==> src/rtl/core/round_robin_node_failover_defines.svh <==
// Assertion macros for the round-robin node failover module.
`ifndef ROUND_ROBIN_NODE_FAILOVER_DEFINES_SVH
`define ROUND_ROBIN_NODE_FAILOVER_DEFINES_SVH

// Same-cycle implication, checked on every rising edge outside reset.
`define RRNF_ASSERT_NOW(label, ante, cons) \
    label: assert property (@(posedge clk) disable iff (!rst_n) (ante) |-> (cons)) \
        else $error("rrnf same-cycle check failed");

// Next-cycle implication, checked on every rising edge outside reset.
`define RRNF_ASSERT_NEXT(label, ante, cons) \
    label: assert property (@(posedge clk) disable iff (!rst_n) (ante) |=> (cons)) \
        else $error("rrnf next-cycle check failed");

`endif

==> src/rtl/core/rrnf_pkg.sv <==
`timescale 1ns / 1ps
`default_nettype none

package rrnf_pkg;

    localparam int ADDR_W = 3;
    localparam int DATA_W = 32;

    localparam logic REG_NODE_COUNT = 1'b0;
    localparam logic REG_GRACE      = 1'b1;

    localparam logic OP_SELECT = 1'b0;
    localparam logic OP_MARK   = 1'b1;

    localparam logic [3:0]  NODE_COUNT_RESET = 4'd1;
    localparam logic [15:0] GRACE_RESET      = 16'd60;

    typedef struct packed {
        logic [3:0]  node_count;
        logic [15:0] grace_seconds;
    } rrnf_cfg_t;

    typedef enum logic [2:0] {
        ST_IDLE,
        ST_CUR,
        ST_GRACE,
        ST_SCAN,
        ST_OUT
    } rrnf_state_t;

endpackage

`default_nettype wire

==> src/rtl/core/rrnf_if.sv <==
`timescale 1ns / 1ps
`default_nettype none

interface rrnf_req_if;
    logic        valid;
    logic        ready;
    logic        operation;
    logic [31:0] now_seconds;
    logic [2:0]  failed_node;

    modport source (output valid, operation, now_seconds, failed_node, input ready);
    modport sink (input valid, operation, now_seconds, failed_node, output ready);
endinterface

interface rrnf_rsp_if;
    logic       valid;
    logic       ready;
    logic [2:0] chosen_node;
    logic       found;

    modport source (output valid, chosen_node, found, input ready);
    modport sink (input valid, chosen_node, found, output ready);
endinterface

`default_nettype wire

==> src/rtl/core/rrnf_regs.sv <==
`timescale 1ns / 1ps
`default_nettype none

module rrnf_regs (
    input  wire logic                          clk,
    input  wire logic                          rst_n,
    input  wire logic                          psel,
    input  wire logic                          penable,
    input  wire logic                          pwrite,
    input  wire logic [rrnf_pkg::ADDR_W-1:0]   paddr,
    input  wire logic [rrnf_pkg::DATA_W-1:0]   pwdata,
    output logic      [rrnf_pkg::DATA_W-1:0]   prdata,
    output logic                               pready,
    output rrnf_pkg::rrnf_cfg_t                cfg
);
    import rrnf_pkg::*;

    rrnf_cfg_t cfg_reg;
    rrnf_cfg_t cfg_next;
    logic      wr_en;

    assign wr_en  = psel && penable && pwrite;
    assign pready = 1'b1;
    assign cfg    = cfg_reg;

    always_comb
    begin
        cfg_next = cfg_reg;
        if (wr_en)
        begin
            unique case (paddr[2])
                REG_NODE_COUNT: cfg_next.node_count    = pwdata[3:0];
                REG_GRACE:      cfg_next.grace_seconds = pwdata[15:0];
                default:        cfg_next = cfg_reg;
            endcase
        end
    end

    always_comb
    begin
        unique case (paddr[2])
            REG_NODE_COUNT: prdata = {28'd0, cfg_reg.node_count};
            REG_GRACE:      prdata = {16'd0, cfg_reg.grace_seconds};
            default:        prdata = '0;
        endcase
    end

    always_ff @(posedge clk or negedge rst_n)
    begin
        if (!rst_n)
        begin
            cfg_reg.node_count    <= NODE_COUNT_RESET;
            cfg_reg.grace_seconds <= GRACE_RESET;
        end
        else
        begin
            cfg_reg <= cfg_next;
        end
    end

endmodule

`default_nettype wire

==> src/rtl/core/round_robin_node_failover.sv <==
`timescale 1ns / 1ps
`default_nettype none
// Round-robin node selector with a grace time for dead nodes.
// The req channel carries one item per request: a select (operation 0) with the
// current time, or a mark (operation 1) that records failed_node as dead at that time.
// A select gives exactly one item on the rsp channel: the chosen node and a found flag.
// A mark gives no rsp item and is taken in its accepting cycle; req.ready stays high,
// so marks may follow each other with no gap.
// A select passes ST_CUR then ST_OUT when the pointed node is alive, ST_CUR, ST_GRACE
// and ST_OUT when it is revived, and ST_SCAN after ST_GRACE when the ring is scanned
// by a sequencer that tests one node per cycle; then the result waits in the output
// register. With the receiver ready, a new select is accepted only after the last
// one's rsp item is taken.
// The death times sit in a small memory with a registered read; per-node valid bits
// mark which entries hold a death time, so no clearing pass is needed.
// req.ready is low from an accepted select until its rsp item is taken; a stalled
// receiver holds the block with the result steady on rsp. Reset makes every node
// alive, points at node 0, sets node_count to 1 and grace_seconds to 60. Registers
// are written over the APB port by the user only while idle; the block does not check.
`include "round_robin_node_failover_defines.svh"

module round_robin_node_failover #(
    parameter int NODES = 8
) (
    input  wire logic                          clk,
    input  wire logic                          rst_n,
    input  wire logic                          psel,
    input  wire logic                          penable,
    input  wire logic                          pwrite,
    input  wire logic [rrnf_pkg::ADDR_W-1:0]   paddr,
    input  wire logic [rrnf_pkg::DATA_W-1:0]   pwdata,
    output logic      [rrnf_pkg::DATA_W-1:0]   prdata,
    output logic                               pready,
    rrnf_req_if.sink                           req,
    rrnf_rsp_if.source                         rsp
);
    import rrnf_pkg::*;

    localparam int IDX_W = (NODES > 1) ? $clog2(NODES) : 1;
    localparam int CNT_W = ($clog2(NODES + 1) > 4) ? $clog2(NODES + 1) : 4;

    rrnf_cfg_t   cfg;
    rrnf_state_t state_reg;
    rrnf_state_t state_next;

    logic [31:0]      mem [NODES];
    logic [31:0]      rd_q;
    logic [NODES-1:0] valid_reg;
    logic [NODES-1:0] valid_next;

    logic [CNT_W-1:0] n_reg,      n_next;
    logic [CNT_W-1:0] left_reg,   left_next;
    logic [IDX_W-1:0] cur_reg,    cur_next;
    logic [IDX_W-1:0] k_reg,      k_next;
    logic [IDX_W-1:0] ptr_reg,    ptr_next;
    logic [31:0]      now_reg,    now_next;
    logic [2:0]       chosen_reg, chosen_next;
    logic             found_reg,  found_next;

    logic             req_fire;
    logic             mark_fire;
    logic             mark_ok;
    logic [IDX_W-1:0] mark_idx;
    logic [31:0]      mark_val;
    logic [CNT_W-1:0] cnt_raw;
    logic [CNT_W-1:0] cnt_eff;
    logic             grace_over;

    function automatic logic [IDX_W-1:0] ring_inc(input logic [IDX_W-1:0] k,
                                                 input logic [CNT_W-1:0] n);
        logic [CNT_W-1:0] kp1;
        kp1 = CNT_W'(k) + CNT_W'(1);
        return (kp1 == n) ? '0 : IDX_W'(kp1);
    endfunction

    rrnf_regs u_regs (
        .clk     (clk),
        .rst_n   (rst_n),
        .psel    (psel),
        .penable (penable),
        .pwrite  (pwrite),
        .paddr   (paddr),
        .pwdata  (pwdata),
        .prdata  (prdata),
        .pready  (pready),
        .cfg     (cfg)
    );

    assign req.ready       = (state_reg == ST_IDLE);
    assign rsp.valid       = (state_reg == ST_OUT);
    assign rsp.chosen_node = chosen_reg;
    assign rsp.found       = found_reg;

    assign req_fire  = req.valid && req.ready;
    assign mark_ok   = CNT_W'(req.failed_node) < CNT_W'(NODES);
    assign mark_fire = req_fire && (req.operation == OP_MARK) && mark_ok;
    assign mark_idx  = IDX_W'(req.failed_node);
    assign mark_val  = (req.now_seconds == 32'd0) ? 32'd1 : req.now_seconds;

    assign cnt_raw = CNT_W'(cfg.node_count);
    assign cnt_eff = (cnt_raw == '0) ? CNT_W'(1)
                   : ((cnt_raw > CNT_W'(NODES)) ? CNT_W'(NODES) : cnt_raw);

    assign grace_over = ({1'b0, rd_q} + 33'(cfg.grace_seconds)) <= {1'b0, now_reg};

    always_comb
    begin
        state_next = state_reg;
        unique case (state_reg)
            ST_IDLE:
            begin
                if (req_fire && (req.operation == OP_SELECT))
                    state_next = ST_CUR;
            end
            ST_CUR:
            begin
                state_next = valid_reg[cur_reg] ? ST_GRACE : ST_OUT;
            end
            ST_GRACE:
            begin
                state_next = grace_over ? ST_OUT : ST_SCAN;
            end
            ST_SCAN:
            begin
                if ((left_reg == '0) || !valid_reg[k_reg])
                    state_next = ST_OUT;
            end
            ST_OUT:
            begin
                if (rsp.ready)
                    state_next = ST_IDLE;
            end
            default: state_next = ST_IDLE;
        endcase
    end

    always_comb
    begin
        valid_next  = valid_reg;
        n_next      = n_reg;
        left_next   = left_reg;
        cur_next    = cur_reg;
        k_next      = k_reg;
        ptr_next    = ptr_reg;
        now_next    = now_reg;
        chosen_next = chosen_reg;
        found_next  = found_reg;
        unique case (state_reg)
            ST_IDLE:
            begin
                if (mark_fire)
                    valid_next[mark_idx] = 1'b1;
                if (req_fire && (req.operation == OP_SELECT))
                begin
                    n_next   = cnt_eff;
                    now_next = req.now_seconds;
                    cur_next = (CNT_W'(ptr_reg) >= cnt_eff) ? '0 : ptr_reg;
                end
            end
            ST_CUR:
            begin
                if (!valid_reg[cur_reg])
                begin
                    chosen_next = 3'(cur_reg);
                    found_next  = 1'b1;
                    ptr_next    = ring_inc(cur_reg, n_reg);
                end
            end
            ST_GRACE:
            begin
                if (grace_over)
                begin
                    valid_next[cur_reg] = 1'b0;
                    chosen_next         = 3'(cur_reg);
                    found_next          = 1'b1;
                    ptr_next            = ring_inc(cur_reg, n_reg);
                end
                else
                begin
                    k_next    = ring_inc(cur_reg, n_reg);
                    left_next = n_reg - CNT_W'(1);
                end
            end
            ST_SCAN:
            begin
                if (left_reg == '0)
                begin
                    chosen_next = '0;
                    found_next  = 1'b0;
                    ptr_next    = ring_inc(cur_reg, n_reg);
                end
                else if (!valid_reg[k_reg])
                begin
                    chosen_next = 3'(k_reg);
                    found_next  = 1'b1;
                    ptr_next    = ring_inc(k_reg, n_reg);
                end
                else
                begin
                    k_next    = ring_inc(k_reg, n_reg);
                    left_next = left_reg - CNT_W'(1);
                end
            end
            ST_OUT:
            begin
                found_next = found_reg;
            end
            default: found_next = found_reg;
        endcase
    end

    always_ff @(posedge clk)
    begin
        if (mark_fire)
            mem[mark_idx] <= mark_val;
        rd_q <= mem[cur_reg];
    end

    always_ff @(posedge clk or negedge rst_n)
    begin
        if (!rst_n)
        begin
            state_reg <= ST_IDLE;
            valid_reg <= '0;
            ptr_reg   <= '0;
        end
        else
        begin
            state_reg <= state_next;
            valid_reg <= valid_next;
            ptr_reg   <= ptr_next;
        end
    end

    always_ff @(posedge clk)
    begin
        n_reg      <= n_next;
        left_reg   <= left_next;
        cur_reg    <= cur_next;
        k_reg      <= k_next;
        now_reg    <= now_next;
        chosen_reg <= chosen_next;
        found_reg  <= found_next;
    end

    `RRNF_ASSERT_NOW(a_none_is_zero, rsp.valid && !rsp.found, rsp.chosen_node == 3'd0)
    `RRNF_ASSERT_NEXT(a_select_starts, req_fire && (req.operation == OP_SELECT), state_reg == ST_CUR)
    `RRNF_ASSERT_NOW(a_ptr_in_ring, state_reg == ST_OUT, CNT_W'(ptr_reg) < n_reg)
    `RRNF_ASSERT_NEXT(a_result_holds, rsp.valid && !rsp.ready, rsp.valid && $stable(ptr_reg))

endmodule

`default_nettype wire
==> src/flat_wrapper.sv <==
// flat-port wrapper written by rule: the top's interface ports become plain ports
module round_robin_node_failover_flat import rrnf_pkg::*;
#(
    parameter int NODES = 8
)
  (clk, rst_n, psel, penable, pwrite, paddr, pwdata, prdata, pready, req_valid, req_operation, req_now_seconds, req_failed_node, req_ready, rsp_valid, rsp_chosen_node, rsp_found, rsp_ready);
  rrnf_req_if req_i ();
  rrnf_rsp_if rsp_i ();
  input  wire logic clk;
  input  wire logic rst_n;
  input  wire logic psel;
  input  wire logic penable;
  input  wire logic pwrite;
  input  wire logic [rrnf_pkg::ADDR_W-1:0] paddr;
  input  wire logic [rrnf_pkg::DATA_W-1:0] pwdata;
  output logic      [rrnf_pkg::DATA_W-1:0] prdata;
  output logic pready;
  input wire logic [$bits(req_i.valid)-1:0] req_valid;
  input wire logic [$bits(req_i.operation)-1:0] req_operation;
  input wire logic [$bits(req_i.now_seconds)-1:0] req_now_seconds;
  input wire logic [$bits(req_i.failed_node)-1:0] req_failed_node;
  output wire logic [$bits(req_i.ready)-1:0] req_ready;
  output wire logic [$bits(rsp_i.valid)-1:0] rsp_valid;
  output wire logic [$bits(rsp_i.chosen_node)-1:0] rsp_chosen_node;
  output wire logic [$bits(rsp_i.found)-1:0] rsp_found;
  input wire logic [$bits(rsp_i.ready)-1:0] rsp_ready;
  assign req_i.valid = req_valid;
  assign req_i.operation = req_operation;
  assign req_i.now_seconds = req_now_seconds;
  assign req_i.failed_node = req_failed_node;
  assign req_ready = req_i.ready;
  assign rsp_valid = rsp_i.valid;
  assign rsp_chosen_node = rsp_i.chosen_node;
  assign rsp_found = rsp_i.found;
  assign rsp_i.ready = rsp_ready;
  round_robin_node_failover #(.NODES(NODES)) u_core (.clk(clk), .rst_n(rst_n), .psel(psel), .penable(penable), .pwrite(pwrite), .paddr(paddr), .pwdata(pwdata), .prdata(prdata), .pready(pready), .req(req_i), .rsp(rsp_i));
endmodule
==> config.mk <==
export PLATFORM = sky130hd
export DESIGN_NAME = round_robin_node_failover_flat
export DESIGN_NICKNAME = d
export VERILOG_FILES = /design/src/rtl/core/rrnf_pkg.sv /design/src/rtl/core/rrnf_if.sv /design/src/rtl/core/rrnf_regs.sv /design/src/rtl/core/round_robin_node_failover.sv /design/src/flat_wrapper.sv
export VERILOG_INCLUDE_DIRS = /design/src /design/src/rtl/core
export SDC_FILE = /design/constraint.sdc
export NUM_CORES = 1
export LEC_CHECK = 0
export BUFFER_PORTS_ARGS = -buffer_cell sky130_fd_sc_hd__buf_2
export CAP_MARGIN = 40
export CORE_UTILIZATION = 25
export CTS_BUF_LIST = sky130_fd_sc_hd__clkbuf_8
export DETAILED_ROUTE_END_ITERATION = 8
export PLACE_DENSITY = 0.44
export SLEW_MARGIN = 20
export SYNTH_ARGS = -nofsm -noshare
export SYNTH_HDL_FRONTEND = slang
export SYNTH_HIERARCHICAL = 1
export SYNTH_SLANG_ARGS = --single-unit
==> constraint.sdc <==
create_clock -name clk -period 4.69 [get_ports clk]
set_input_delay 0.2345 -clock clk [delete_from_list [all_inputs] [get_ports clk]]
set_output_delay 0.2345 -clock clk [all_outputs]
set_load 0.1 [all_outputs]
==> results by group <==
Outcome
  • Status: complete, no violations

STA
  • Slew headroom: 43.9%
  • RSZ-0062 raised after global routing: yes
  • Post-layout min period: 4.69 ns
  • Fmax: 0.213 GHz
  • Final setup fails: 0
  • Max-slew violations: 0
  • Setup WS post-layout: 0.00138 ns
  • Final hold vios: 0
  • Period utilization: 100%
  • Worst slew pin tran: 0.834 ns
  • Fin Clk Skew: 0.0312 ns

Yosys
  • Cell with the most instances after synthesis: edfxtp_1
  • Asr flop ratio synth: 9.14%
  • Main area contributors after synthesis: edfxtp_1, a22oi_1, dfrtp_1, ha_1, dfxtp_1
  • Synth top cells by count: edfxtp_1, a22oi_1, clkbuf_1, ha_1, inv_1
  • Register area share after synthesis: 68.6%
  • Cell area after synthesis: 15,600 sq um
  • Syn_area_per_cell: 14.5 sq um
  • Netlist cell types: 63
  • Syn Inst Count: 1,075
  • Most used flip-flop cell after synthesis: edfxtp_1
  • Yosys reg bits: 372
  • Leading area contributor after synthesis: edfxtp_1
  • Synth top area share: 59.0%
  • Synthesis warning total: 6
  • Post-synth EDFFs: 306

Cells and area
  • Max reg flops: 256
  • Layout area overhead: 24.4%
  • Layout cells sized above 1: 24.3%
  • Final std cells w/o fill: 2,161
  • Final core occ: 31.5%
  • Layout net count: 1,405

Clock network
  • Root Buffer Master: clkbuf_8
  • Worst skew pair latency: 0.66 ns
  • Max clock buf depth: 3
  • CTS HTree Levels: 2
  • Clock-pin slew on the worst setup and hold paths: 0.06 ns
  • CTS Sinks: 372
  • Inserted Clock Buffers: 61
  • CTS tree: done

Die
  • Core area: 61,600 sq um
  • I/O pins: 117
  • Die Y: 252 um
  • Full die area: 63,300 sq um
  • Die Wd: 252 um
  • Initial Util: 25.3%
  • Placement Rows: 91

Global routing
  • Vias in the first global route: 10,000
  • Overflow after GRT: 0
  • Tot GR Track Use: 13.8%
  • Largest net degree at the start of global routing: 40
  • First-pass GRT wire length: 64,800 um
  • Antenna violations before repair: 4

Flow run
  • Max-Cap Viols: 0

Setup path
  • Slowest-stage cell, CP: or4_4
  • Worst Setup SP: u_core/u_regs/cfg[5]$_DFFE_PN1P_
  • WP data required: 5.21 ns
  • R2R Path Start: u_core/u_regs/cfg[5]$_DFFE_PN1P_
  • Crit Path Class: flop to flop
  • CP Launch Type: flop
  • Critical Path AT: 5.21 ns
  • Delay of the slowest cell on the worst path: 0.62 ns
  • Worst path cell trace: ha_4 > o21a_1 > o211ai_1 > or3b_4 > a311oi_4 > a221o_1 > nand2_2 > buf_6 > xnor2_1 > ha_1 > nand4_1 > nor4_2 > buf_4 > nand4_1 > nand2_1 > a21o_1 > a31oi_4 > or4_4 > mux2_4
  • CP Capture Type: flop
  • Most used cell, CP: nand4_1
  • CP max FO: 5

Detailed routing
  • Routed WL: 43,200 um
  • Post-route DRC: 0
  • Post-route ant nets: 0
  • Vias per cell: 4.48
  • Vias: 9,677
  • WL per Instance: 20.0 um
  • DR iter-0 viols: 605
  • Detailed Routing Iterations Pass 1: 5

Placed design
  • Input/output buffers: 81
  • Placed cells: 1,989
  • Gp weighted congestion: 0.781
  • DP Wirelength: 26,900 um
  • Worst slack, placed: -0.432 ns

Hold path
  • Hold Crit Class: primary input to flop
  • Startpoint of the worst hold path: penable

Power
  • P_sw: 3480 uW
  • P_int: 6820 uW
  • Clk pwr share: 28.4%
  • Power Density: 532 nW/um^2
  • Combinational power share: 30.2%
  • Maximum VDD drop: 0.210 mV
  • Sw Ratio: 33.8%
  • Sequential power share: 41.4%
  • P_leak: 0.00703 uW
[cell families after synthesis]
family	count (synthesis)	synth area share, %
xor gates and xnor gates	38	2.14
DFF	372	68.6
and+or+nand+nor	202	7.34
muxes	36	3.01
buffers and inverters	141	3.93
other	2	0.0482
adders and majority gates	55	4.47
AOI/OAI and AO/OA	229	10.5
[through the flow]
step	instance area (sq um)	TNS [ns]	total power, uW	hold WS [ns]
after detailed placement	17400	-5.41	7250	0.176
after floorplan	15600	0	6210	-0.0611
final	19400	0	10300	0.137
after global routing	19400	-1.99	10900	0.115
after global placement	17300	-4.68	7220	0.396
after CTS	19300	0	10400	0.0823
[power by group through the flow]
stage	Combinational [uW]	Sequential, uW	Clock, uW
floorplan	1990	4220	0
global placement	2910	4310	0
detailed placement	2940	4310	0
CTS	3070	4260	3020
global route	3420	4300	3150
finish	3110	4260	2930
[timing repair]
item,in CTS,in global routing
endpoints found under the hold margin,336,0
pin swaps,17,12
hold buffers,54,0
buffers inserted,0,4
gates resized for setup,22,17
setup endpoints to repair,17,17
[critical path: cells and delay by family, from the launching register on]
family	cells	cell delay (ns)
AND/OR/NAND/NOR	7	1.80
AO/OA/AOI/OAI	6	1.03
flip-flops	1	0.56
adder cells (fa/ha/maj)	2	0.44
multiplexers	1	0.32
buffers and inverters	2	0.30
XOR/XNOR	1	0.11
[cell usage in the layout, fill, tap and decap left out, drive strengths merged, types with 7 or more instances in the layout]
cell type | netlist | layout
and2 | 12 | 12
a22oi | 129 | 129
nor2 | 41 | 41
nand4 | 48 | 48
inv | 54 | 68
nand2 | 26 | 26
edfxtp | 306 | 306
dfrtp | 29 | 29
nand3 | 15 | 15
xnor2 | 25 | 25
mux2 | 28 | 28
o21ai | 20 | 20
nor2b | 10 | 10
clkinv | 0 | 27
ha | 54 | 54
xor2 | 13 | 13
nor3 | 13 | 13
clkbuf | 65 | 64
a21o | 11 | 11
a21oi | 33 | 33
conb | 2 | 17
buf | 22 | 152
nor4 | 10 | 10
nand2b | 7 | 7
dlygate4sd3 | 0 | 54
dfxtp | 32 | 32
[final timing paths]
kind	cells past startpoint	end	slack [ns]
worst max-delay path	19	u_core/ptr_reg[2]$_DFFE_PN0P_	0.001
worst min-delay path	3	u_core/u_regs/cfg[17]$_DFFE_PN0P_	0.14
worst max register to register	19	u_core/ptr_reg[2]$_DFFE_PN0P_	0.001
worst min register to register	2	u_core/rd_q[9]$_DFF_P_	0.46
max in group asynchronous	4	u_core/u_regs/cfg[13]$_DFFE_PN0P_	3.19
min in group asynchronous	3	u_core/u_regs/cfg[7]$_DFFE_PN0P_	0.53
[area by class of cell]
cell class,count,area [sq um]
clock buffer,64,881
multi-input combinational,577,4620
tap,837,1050
sequential,372,10700
antenna,1,2.50
fill,6122,42200
inverter,54,203
clock inverter,50,373
timing repair buffer,206,1560
[routing by layer]
layer  vias up  track usage [%]  wire length [um]
met2       223             23.2             21100
met4         6             4.41              1010
met5         -                0                41
met3        69             2.88              2040
met1      4863             17.6             19000
li1       4516                -                 -
Note: power is estimated with default switching activity, not from simulation.
